==> config.mk <==
export PLATFORM = sky130hd
export DESIGN_NAME = mdc_queue
export DESIGN_NICKNAME = d
export VERILOG_FILES = /design/src/rtl/core/modulated_delay_chorus_defines.svh /design/src/rtl/core/mdc_pkg.sv /design/src/rtl/core/mdc_queue.sv
export SDC_FILE = /design/constraint.sdc
export NUM_CORES = 1
export LEC_CHECK = 0
export CORE_MARGIN = 2
export CORE_UTILIZATION = 39
export CTS_CLUSTER_DIAMETER = 150
export DETAILED_ROUTE_END_ITERATION = 12
export DONT_BUFFER_PORTS = 1
export GPL_ROUTABILITY_DRIVEN = 0
export HOLD_SLACK_MARGIN = 0.06
export PLACE_DENSITY = 0.61
export SYNTH_ARGS = -nofsm -noshare
export SYNTH_HDL_FRONTEND = slang
export SYNTH_SLANG_ARGS = --single-unit
==> constraint.sdc <==
create_clock -name clk_i -period 1.8 [get_ports clk_i]
set_clock_uncertainty 0.05 [all_clocks]
set_input_delay 0.36 -clock clk_i [delete_from_list [all_inputs] [get_ports clk_i]]
set_output_delay 0.36 -clock clk_i [all_outputs]
set_load 0.03 [all_outputs]
==> src/rtl/core/modulated_delay_chorus_defines.svh <==
// Assertion macros for the modulated delay chorus block.
// No dependencies; included by files that carry concurrent assertions.
`ifndef MODULATED_DELAY_CHORUS_DEFINES_SVH
`define MODULATED_DELAY_CHORUS_DEFINES_SVH

// Same-cycle implication under the active-low reset.
`define MDC_ASSERT_NOW(label, clk, rst_n, cond, cons, msg) \
  label: assert property (@(posedge clk) disable iff (!rst_n) (cond) |-> (cons)) \
    else $error(msg);

// Next-cycle implication under the active-low reset.
`define MDC_ASSERT_NEXT(label, clk, rst_n, cond, cons, msg) \
  label: assert property (@(posedge clk) disable iff (!rst_n) (cond) |=> (cons)) \
    else $error(msg);

`endif

==> src/rtl/core/mdc_pkg.sv <==
// Package for the modulated delay chorus: config codes, beat type, sine ROM, saturation.
// No dependencies.
package mdc_pkg;

  localparam int SINE_ENTRIES = 256;
  localparam int SINE_BITS = 8;

  localparam logic [2:0] CFG_PHASE_STEP = 3'd0;
  localparam logic [2:0] CFG_DEPTH_GAIN = 3'd1;
  localparam logic [2:0] CFG_FB_GAIN    = 3'd2;
  localparam logic [2:0] CFG_WET_MIX    = 3'd3;
  localparam logic [2:0] CFG_MIN_DELAY  = 3'd4;
  localparam logic [2:0] CFG_DELAY_SPAN = 3'd5;

  typedef struct packed {
    logic [23:0] phase_step;
    logic [15:0] depth_gain;
    logic [14:0] feedback_gain;
    logic [15:0] wet_mix;
    logic [19:0] min_delay;
    logic [19:0] delay_span;
  } mdc_cfg_t;

  typedef struct packed {
    logic               valid;
    logic signed [15:0] sample;
  } mdc_beat_t;

  typedef logic [15:0] sine_rom_t [SINE_ENTRIES];

  function automatic sine_rom_t sine_rom_build();
    sine_rom_t   rom;
    logic [63:0] x;
    logic [63:0] x2;
    logic [63:0] term;
    longint      sum;
    longint      v;
    for (int k = 0; k < SINE_ENTRIES; k++) begin
      x = (64'd1686629713 * 64'(2 * k + 1)) / 64'(2 * SINE_ENTRIES);
      x2 = (x * x) >> 30;
      term = x;
      sum = longint'(x);
      term = ((term * x2) >> 30) / 64'd6;
      sum = sum - longint'(term);
      term = ((term * x2) >> 30) / 64'd20;
      sum = sum + longint'(term);
      term = ((term * x2) >> 30) / 64'd42;
      sum = sum - longint'(term);
      term = ((term * x2) >> 30) / 64'd72;
      sum = sum + longint'(term);
      term = ((term * x2) >> 30) / 64'd110;
      sum = sum - longint'(term);
      if (sum < 0) begin
        sum = 0;
      end
      v = longint'((64'(sum) * 64'd32767 + 64'd536870912) >> 30);
      if (v > 32767) begin
        v = 32767;
      end
      rom[k] = 16'(v);
    end
    return rom;
  endfunction

  localparam sine_rom_t SINE_ROM = sine_rom_build();

  function automatic logic signed [15:0] sat16(input logic signed [24:0] v);
    logic signed [15:0] r;
    if (v > 25'sd32767) begin
      r = 16'sh7fff;
    end else if (v < -25'sd32768) begin
      r = -16'sh8000;
    end else begin
      r = v[15:0];
    end
    return r;
  endfunction

endpackage

==> src/rtl/core/mdc_queue.sv <==
// Front part: accepts input beats into a two-entry queue ahead of the engine.
// Depends on mdc_pkg.
module mdc_queue
  import mdc_pkg::*;
(
  input  logic               clk_i,
  input  logic               rst_ni,
  input  logic               in_valid_i,
  output logic               in_ready_o,
  input  logic signed [15:0] sample_in_i,
  output mdc_beat_t          head_o,
  input  logic               pop_i
);

  logic signed [15:0] buf_q [2];
  logic       wr_q, wr_d;
  logic       rd_q, rd_d;
  logic [1:0] cnt_q, cnt_d;
  logic       push, pop;

  assign in_ready_o = (cnt_q != 2'd2);
  assign push = in_valid_i && in_ready_o;
  assign pop = pop_i && (cnt_q != 2'd0);
  assign head_o.valid = (cnt_q != 2'd0);
  assign head_o.sample = buf_q[rd_q];

  always_comb begin
    wr_d = push ? ~wr_q : wr_q;
    rd_d = pop ? ~rd_q : rd_q;
    cnt_d = cnt_q + {1'b0, push} - {1'b0, pop};
  end

  always_ff @(posedge clk_i) begin
    if (push) begin
      buf_q[wr_q] <= sample_in_i;
    end
  end

  always_ff @(posedge clk_i or negedge rst_ni) begin
    if (!rst_ni) begin
      wr_q <= 1'b0;
      rd_q <= 1'b0;
      cnt_q <= 2'd0;
    end else begin
      wr_q <= wr_d;
      rd_q <= rd_d;
      cnt_q <= cnt_d;
    end
  end

endmodule

==> out/qor.yml, run 1 <==
status: "completed"
route.detailed.drc: 0
fin_ws_ps: 40.1
p_leak_nw: 0.637
endpoint_kind: "output port"
clockRootBuffer: "clkbuf_4"
rsz0062_at_grt: "true"
drt-total-wl_um: 2170
worstSetupPathType: "reg2out"
final_cell_area_um2: 1760
drtAntennaViolNets: 0
finalPower_mw: 2.98
grt-ovfl-total: 0
yosysUniqueCellTypes: 14
peakVddDrop_mv: 1.08
clockBufferDepth: 2
fin_nets: 123
final_common_cell: "edfxtp_1"
rows: 21
hold_viol_final: 0
cts_made_buffers: 5
syn_area_per_cell_um2: 20.3
drt_iter0_drc: 3
viasPerCell: 4.63
maxCapViolations: 0
whs_path_depth: 2
hpwl_um: 1440
drive_gt1_frac: 0.382
ys_ff_latch: 36
cts_tree: "built"
place_ws_ps: 58.2
r2r-start: "cnt_q[1]"
cp-start-kind: "flip-flop"
crit_required_ps: 1390
yosysWarnings: 0
grt_usage: 0.122
antenna_found_initial: 0
finalCriticalPeriod_ps: 1760
syn_to_final_growth_pct: 29.5
synth.net_count: 89
max-slew-margin-rel: 0.864
tightest_slew_ps: 203
fin_crit_sh: 0.978
hold_class: "in2reg"
cts.sinks: 36
synth_compound_area_frac: 0
synth_mux_area_frac: 0.132
syn_area_um2: 1360
worstPathArrival_ps: 1350
min_from: "pop_i"
wl_per_cell_um: 14.7
max_freq_mhz: 568
seq_area_frac_synth: 0.779
power_density_nw_per_um2: 1690
rrSetupSlack_ps: 80
htreeDepth: 2
synthXorXnorAreaFrac: 0.0257
final_max_slew_viol_count: 0
dieArea_um2: 3980
core_um2: 3340
clkLatencyLatePin_ps: 320
synth_top_family_by_area: "multiplexers"
dr.pass1.iters: 3
tns_ps: 0
io_buffers: 0
grt_max_degree: 13
path_clk_slew_ps: 100
synthSimpleGateAreaFrac: 0.0257
syn_inst: 67
crit_path_start: "rd_q"
fp.dieW_um: 63.1
dp_cells: 120
n_antenna_cell: 0
final_cells: 148
initial_core_util: 0.408
synth_adder_area_share: 0.0184
final-setup-viol-count: 0
critPathMaxFanout: 12
io-pin-count: 38
ff2ff_path_depth: 7
grt_pass1_wl_um: 3470
die_y_um: 63.1
grt_pass1_vias: 710
vias: 685
final_cell_mix: "edfxtp_1, dlygate4sd3_1, mux2_2"
placed_area_um2: 1480
## cell type report
type / count / area, µm²
multi-input cells: 28 / 290
flip-flops and latches: 36 / 1060
well taps: 46 / 57.6
clock inverters: 2 / 35.0
fillers: 302 / 1570
repair buffers: 29 / 275
clock buffers: 6 / 41.3
inverters: 1 / 3.75
## sequential cells by signal (all words and copies together) (netlist names)
| signal | flops |
|---|---|
| buf_q | 32 |
| wr_q | 1 |
| cnt_q | 2 |
| rd_q | 1 |
## final timing paths
| kind | endpoint |
|---|---|
| worst max register to register | cnt_q[1] |
| max in group asynchronous | wr_q |
| worst min register to register | wr_q |
| worst min-delay path | rd_q |
| worst max-delay path | head_o[4] |
| min in group asynchronous | cnt_q[1] |
## routing by layer
layer  vias up  routed length (µm)  global-route usage
met3         6                 177              0.0625
met4         0                  37              0.0583
li1        319                   -                   -
met5         -                   0                   0
met1       333                 835               0.132
met2        27                1120               0.198
## metrics by stage
step            util  hold slack (ps)
2_1_floorplan      -             14.4
3_3_place_gp   0.444             14.5
3_5_place_dp   0.444             14.5
4_1_cts        0.509             60.0
5_1_grt        0.529              188
6_report       0.529              204
## critical path, cell delays in order (launching register included)
cell and delay (ps):
dfrtp_1 360, buf_4 210, mux2_2 450
## cell families after synthesis
family                   after synthesis
flip-flops                            36
multiplexers                          16
AND/OR/NAND/NOR                        6
XOR/XNOR                               4
buffers and inverters                  3
adder cells (fa/ha/maj)                2
## power breakdown
| part | total (mW) | switching [mW] | internal [mW] |
|---|---|---|---|
| sequential | 1.22 | 0.0659 | 1.15 |
| combinational | 1.24 | 0.754 | 0.482 |
| clock | 0.529 | 0.238 | 0.291 |
| total | 2.98 | 1.06 | 1.93 |
## cells in the mapped netlist, drive strengths merged
| library cell | count | area (µm²) |
|---|---|---|
| nor2 | 1 | 3.75 |
| edfxtp | 32 | 961 |
| nand2b | 1 | 6.26 |
| xor2 | 1 | 8.76 |
| and3 | 1 | 6.26 |
| mux2 | 16 | 180 |
| xnor2 | 3 | 26.3 |
| ha | 2 | 25.0 |
| or2 | 1 | 6.26 |
| dfrtp | 4 | 100 |
| inv | 1 | 3.75 |
| nand2 | 1 | 3.75 |
| buf | 2 | 22.5 |
| and2 | 1 | 8.76 |
## what timing repair did
item	CTS	global route
buffers inserted	0	2
hold endpoints to repair	29	7
endpoints found under the setup margin	0	13
gates resized for setup	0	2
hold buffers	14	4
(Power assumes the default switching activity.)
==> run 2: changes to the inputs <==
- RECOVER_POWER: default -> 50
==> out/qor.yml, run 2 (synthesis results as in run 1) <==
status: "completed"
io_buffers: 0
peakVddDrop_mv: 1.08
final_core_util: 0.527
largest_register: "buf_q"
seqPwrFrac: 0.410
fin_crit_sh: 0.978
layout_top_registers: "buf_q (32), cnt_q (2)"
crit_required_ps: 1390
tightest_slew_ps: 209
htreeDepth: 2
critPathMaxFanout: 12
power_density_nw_per_um2: 1690
drt_iter0_drc: 3
fin_ws_ps: 40.2
combPwrFrac: 0.412
cp-start-kind: "flip-flop"
grt_usage: 0.122
rsz0062_at_grt: "true"
endpoint_kind: "output port"
p_leak_nw: 0.631
use_met2: 0.198
power_frac_clock: 0.178
drt-total-wl_um: 2170
wl_per_cell_um: 14.7
hpwl_um: 1440
hold_class: "in2reg"
finalCriticalPeriod_ps: 1760
io-pin-count: 38
clkLatencyLatePin_ps: 320
final_common_cell: "edfxtp_1"
final-setup-viol-count: 0
hold_viol_final: 0
rows: 21
grt_use_met1: 0.132
grt_pass1_wl_um: 3470
cts_tree: "built"
core_um2: 3340
path_clk_slew_ps: 100
route.detailed.drc: 0
cts.sinks: 36
max_freq_mhz: 568
worstSetupPathType: "reg2out"
fin_nets: 123
final_cell_mix: "edfxtp_1, dlygate4sd3_1, mux2_2"
clockRootBuffer: "clkbuf_4"
fp.dieW_um: 63.1
clockBufferDepth: 2
p_int_mw: 1.91
grt-ovfl-total: 0
antenna_found_initial: 0
rrSetupSlack_ps: 60
syn_to_final_growth_pct: 29.0
grtUsageMet3: 0.0625
max-slew-margin-rel: 0.860
viasPerCell: 4.64
largest_reg_flops: 32
n_antenna_cell: 0
maxCapViolations: 0
grt_busiest_layer: "met2"
drive_gt1_frac: 0.363
place_ws_ps: 58.2
vias: 687
initial_core_util: 0.408
grt_max_degree: 13
grt_pass1_vias: 710
worstPathArrival_ps: 1350
switching_power_mw: 1.06
final_max_slew_viol_count: 0
die_y_um: 63.1
dieArea_um2: 3980
dr.pass1.iters: 3
cts_made_buffers: 5
drtAntennaViolNets: 0
p_sw_frac: 0.356
==> run 2: cell types whose count changed in the layout (fill, tap and decap cells not counted), sizes merged <==
| cell | before | now |
|---|---|---|
| clkbuf | 6 | 7 |
| buf | 11 | 10 |
==> run 2: timing repair <==
action                                  CTS  global route
setup buffers                             0             2
hold endpoints to repair                 29             7
hold buffers                             14             4
resized for setup                         0             2
endpoints found under the setup margin    0            13
==> run 2: layer usage <==
metal | wire (µm) | part of all wire | vias to the layer above
met4 | 37 | 0.017 | 0
met1 | 838 | 0.39 | 334
met2 | 1120 | 0.52 | 27
met3 | 177 | 0.081 | 6
met5 | 0 | 0 | -
li1 | - | - | 320
==> run 2: path summary, 6_finish.rpt <==
check,from,end,depth (start not counted)
min in group asynchronous,rst_ni,cnt_q[1],1
worst min-delay path,pop_i,rd_q,2
max in group asynchronous,rst_ni,wr_q,1
worst max register to register,cnt_q[1],cnt_q[1],7
worst max-delay path,rd_q,head_o[4],2
worst min register to register,cnt_q[0],cnt_q[0],1
==> run 2: final cells by class <==
cell class | count | area, µm²
Clock buffer | 6 | 41.3
Clock inverter | 2 | 35.0
Fill cell | 301 | 1580
Inverter | 1 | 3.75
Multi-Input combinational cell | 28 | 288
Sequential cell | 36 | 1060
Tap cell | 46 | 57.6
Timing Repair Buffer | 29 | 272
==> run 2: per-stage QoR <==
stage	total power, mW	std cells	area (µm²)	setup TNS (ps)	hold WS, ps
after CTS	2.95	142	1700	0	60.0
after detailed placement	2.38	120	1480	0	14.5
final	2.97	148	1760	0	204
after global placement	2.35	120	1480	0	14.5
after floorplan	2.15	67	1370	0	14.4
after global routing	3.13	148	1760	-193	188
==> run 2: critical path, stage by stage (launching register included) <==
cell,delay (ps)
dfrtp_1,360
buf_4,210
mux2_2,450
==> run 2: power groups by stage <==
| stage | Sequential, mW | Clock (mW) | Combinational (mW) |
|---|---|---|---|
| after floorplan | 1.22 | 0 | 0.923 |
| after global placement | 1.23 | 0 | 1.12 |
| after detailed placement | 1.24 | 0 | 1.14 |
| after CTS | 1.22 | 0.550 | 1.18 |
| after global routing | 1.24 | 0.585 | 1.31 |
| final | 1.22 | 0.529 | 1.22 |
==> run 3: changes to the inputs <==
- CORE_MARGIN: 2 -> default
- CTS_CLUSTER_DIAMETER: 150 -> default
==> out/qor.yml, run 3 (synthesis results as in run 1) <==
status: "completed"
cts.sinks: 36
max_freq_mhz: 581
die_y_um: 61.1
cp-start-kind: "flip-flop"
tightest_slew_ps: 221
drt-total-wl_um: 2170
p_leak_nw: 0.608
critPathMaxFanout: 9
path_clk_slew_ps: 90
layout_top_registers: "buf_q (32), cnt_q (2)"
grt_pass1_vias: 626
maxCapViolations: 0
tns_ps: 0
rsz0062_at_grt: "false"
hold_class: "in2reg"
grt_usage: 0.118
cts_tree: "built"
drive_gt1_frac: 0.370
multi_input_area_um2: 303
rows: 21
peakVddDrop_mv: 0.734
core_um2: 3340
antenna_found_initial: 0
grt_max_degree: 11
hpwl_um: 1360
drtAntennaViolNets: 0
largest_register: "buf_q"
fin_hold_ws_ps: 172
grt_pass1_wl_um: 2850
final_core_util: 0.514
fill_cells: 290
final_cell_area_um2: 1710
n_antenna_cell: 0
hold_viol_final: 0
dr.pass1.iters: 3
initial_core_util: 0.408
endpoint_kind: "output port"
clockBufferDepth: 2
final-setup-viol-count: 0
dieArea_um2: 3730
final_cells: 146
max-slew-margin-rel: 0.853
grt-ovfl-total: 0
placed_area_um2: 1460
clkLatencyLatePin_ps: 320
fp.dieW_um: 61.1
drt_iter0_drc: 11
clockRootBuffer: "clkbuf_4"
wl_per_cell_um: 14.9
worstPathArrival_ps: 1310
finalCriticalPeriod_ps: 1720
io-pin-count: 38
fin_crit_sh: 0.956
seq_area_um2: 1060
syn_to_final_growth_pct: 25.8
final_cell_mix: "edfxtp_1, dlygate4sd3_1, mux2_2"
vias: 656
largest_reg_flops: 32
viasPerCell: 4.49
final_common_cell: "edfxtp_1"
final_max_slew_viol_count: 0
power_density_nw_per_um2: 1630
crit_required_ps: 1390
worstSetupPathType: "reg2out"
cts_made_buffers: 5
fin_nets: 122
route.detailed.drc: 0
io_buffers: 0
dp_cells: 119
htreeDepth: 2
-- run 3: where the power goes --
group	internal (mW)	switching [mW]	total (mW)
Combinational	0.454	0.747	1.20
Clock	0.136	0.237	0.373
Sequential	1.15	0.0598	1.21
-- run 3: layer usage --
metal	part of all wire	wire length, µm	track usage	up-vias
met5	0	0	0	-
met3	0.077	167	0.0567	4
met1	0.39	842	0.126	313
li1	-	-	-	315
met4	0.015	32	0.104	0
met2	0.52	1130	0.174	24
-- run 3: timing repair --
item                       CTS  global route
setup endpoints to repair    1             1
hold buffers                13             4
buffers inserted             1             2
hold endpoints to repair    28             8
gates resized for setup      0             4
pin swaps                    1             4
-- run 3: area by class of cell --
cell class | count | area share
Sequential cell | 36 | 0.619
Multi-Input combinational cell | 28 | 0.177
Timing Repair Buffer | 28 | 0.142
Tap cell | 46 | 0.0336
Clock buffer | 5 | 0.0219
Clock inverter | 2 | 0.00438
Inverter | 1 | 0.00219
-- run 3: final timing paths --
path,start,endpoint,slack [ps],cells after the start
worst max-delay path,rd_q,head_o[9],80,2
worst min register to register,wr_q,wr_q,470,1
max in group asynchronous,rst_ni,rd_q,1290,1
min in group asynchronous,rst_ni,cnt_q[0],240,1
worst max register to register,cnt_q[1],cnt_q[1],110,7
worst min-delay path,in_valid_i,wr_q,170,2
-- run 3: per-stage QoR --
| stage | power [mW] | setup WS, ps |
|---|---|---|
| after detailed placement | 2.34 | 37.1 |
| after global routing | 2.94 | 0.570 |
| after CTS | 2.76 | 17.9 |
| after floorplan | 2.15 | 55.1 |
| after global placement | 2.31 | 114 |
| final | 2.79 | 79.0 |
-- run 3: worst max-delay path, cell delays in order, from the launching register on --
cell and delay [ps]:
dfrtp_1 350, buf_4 190, mux2_2 440
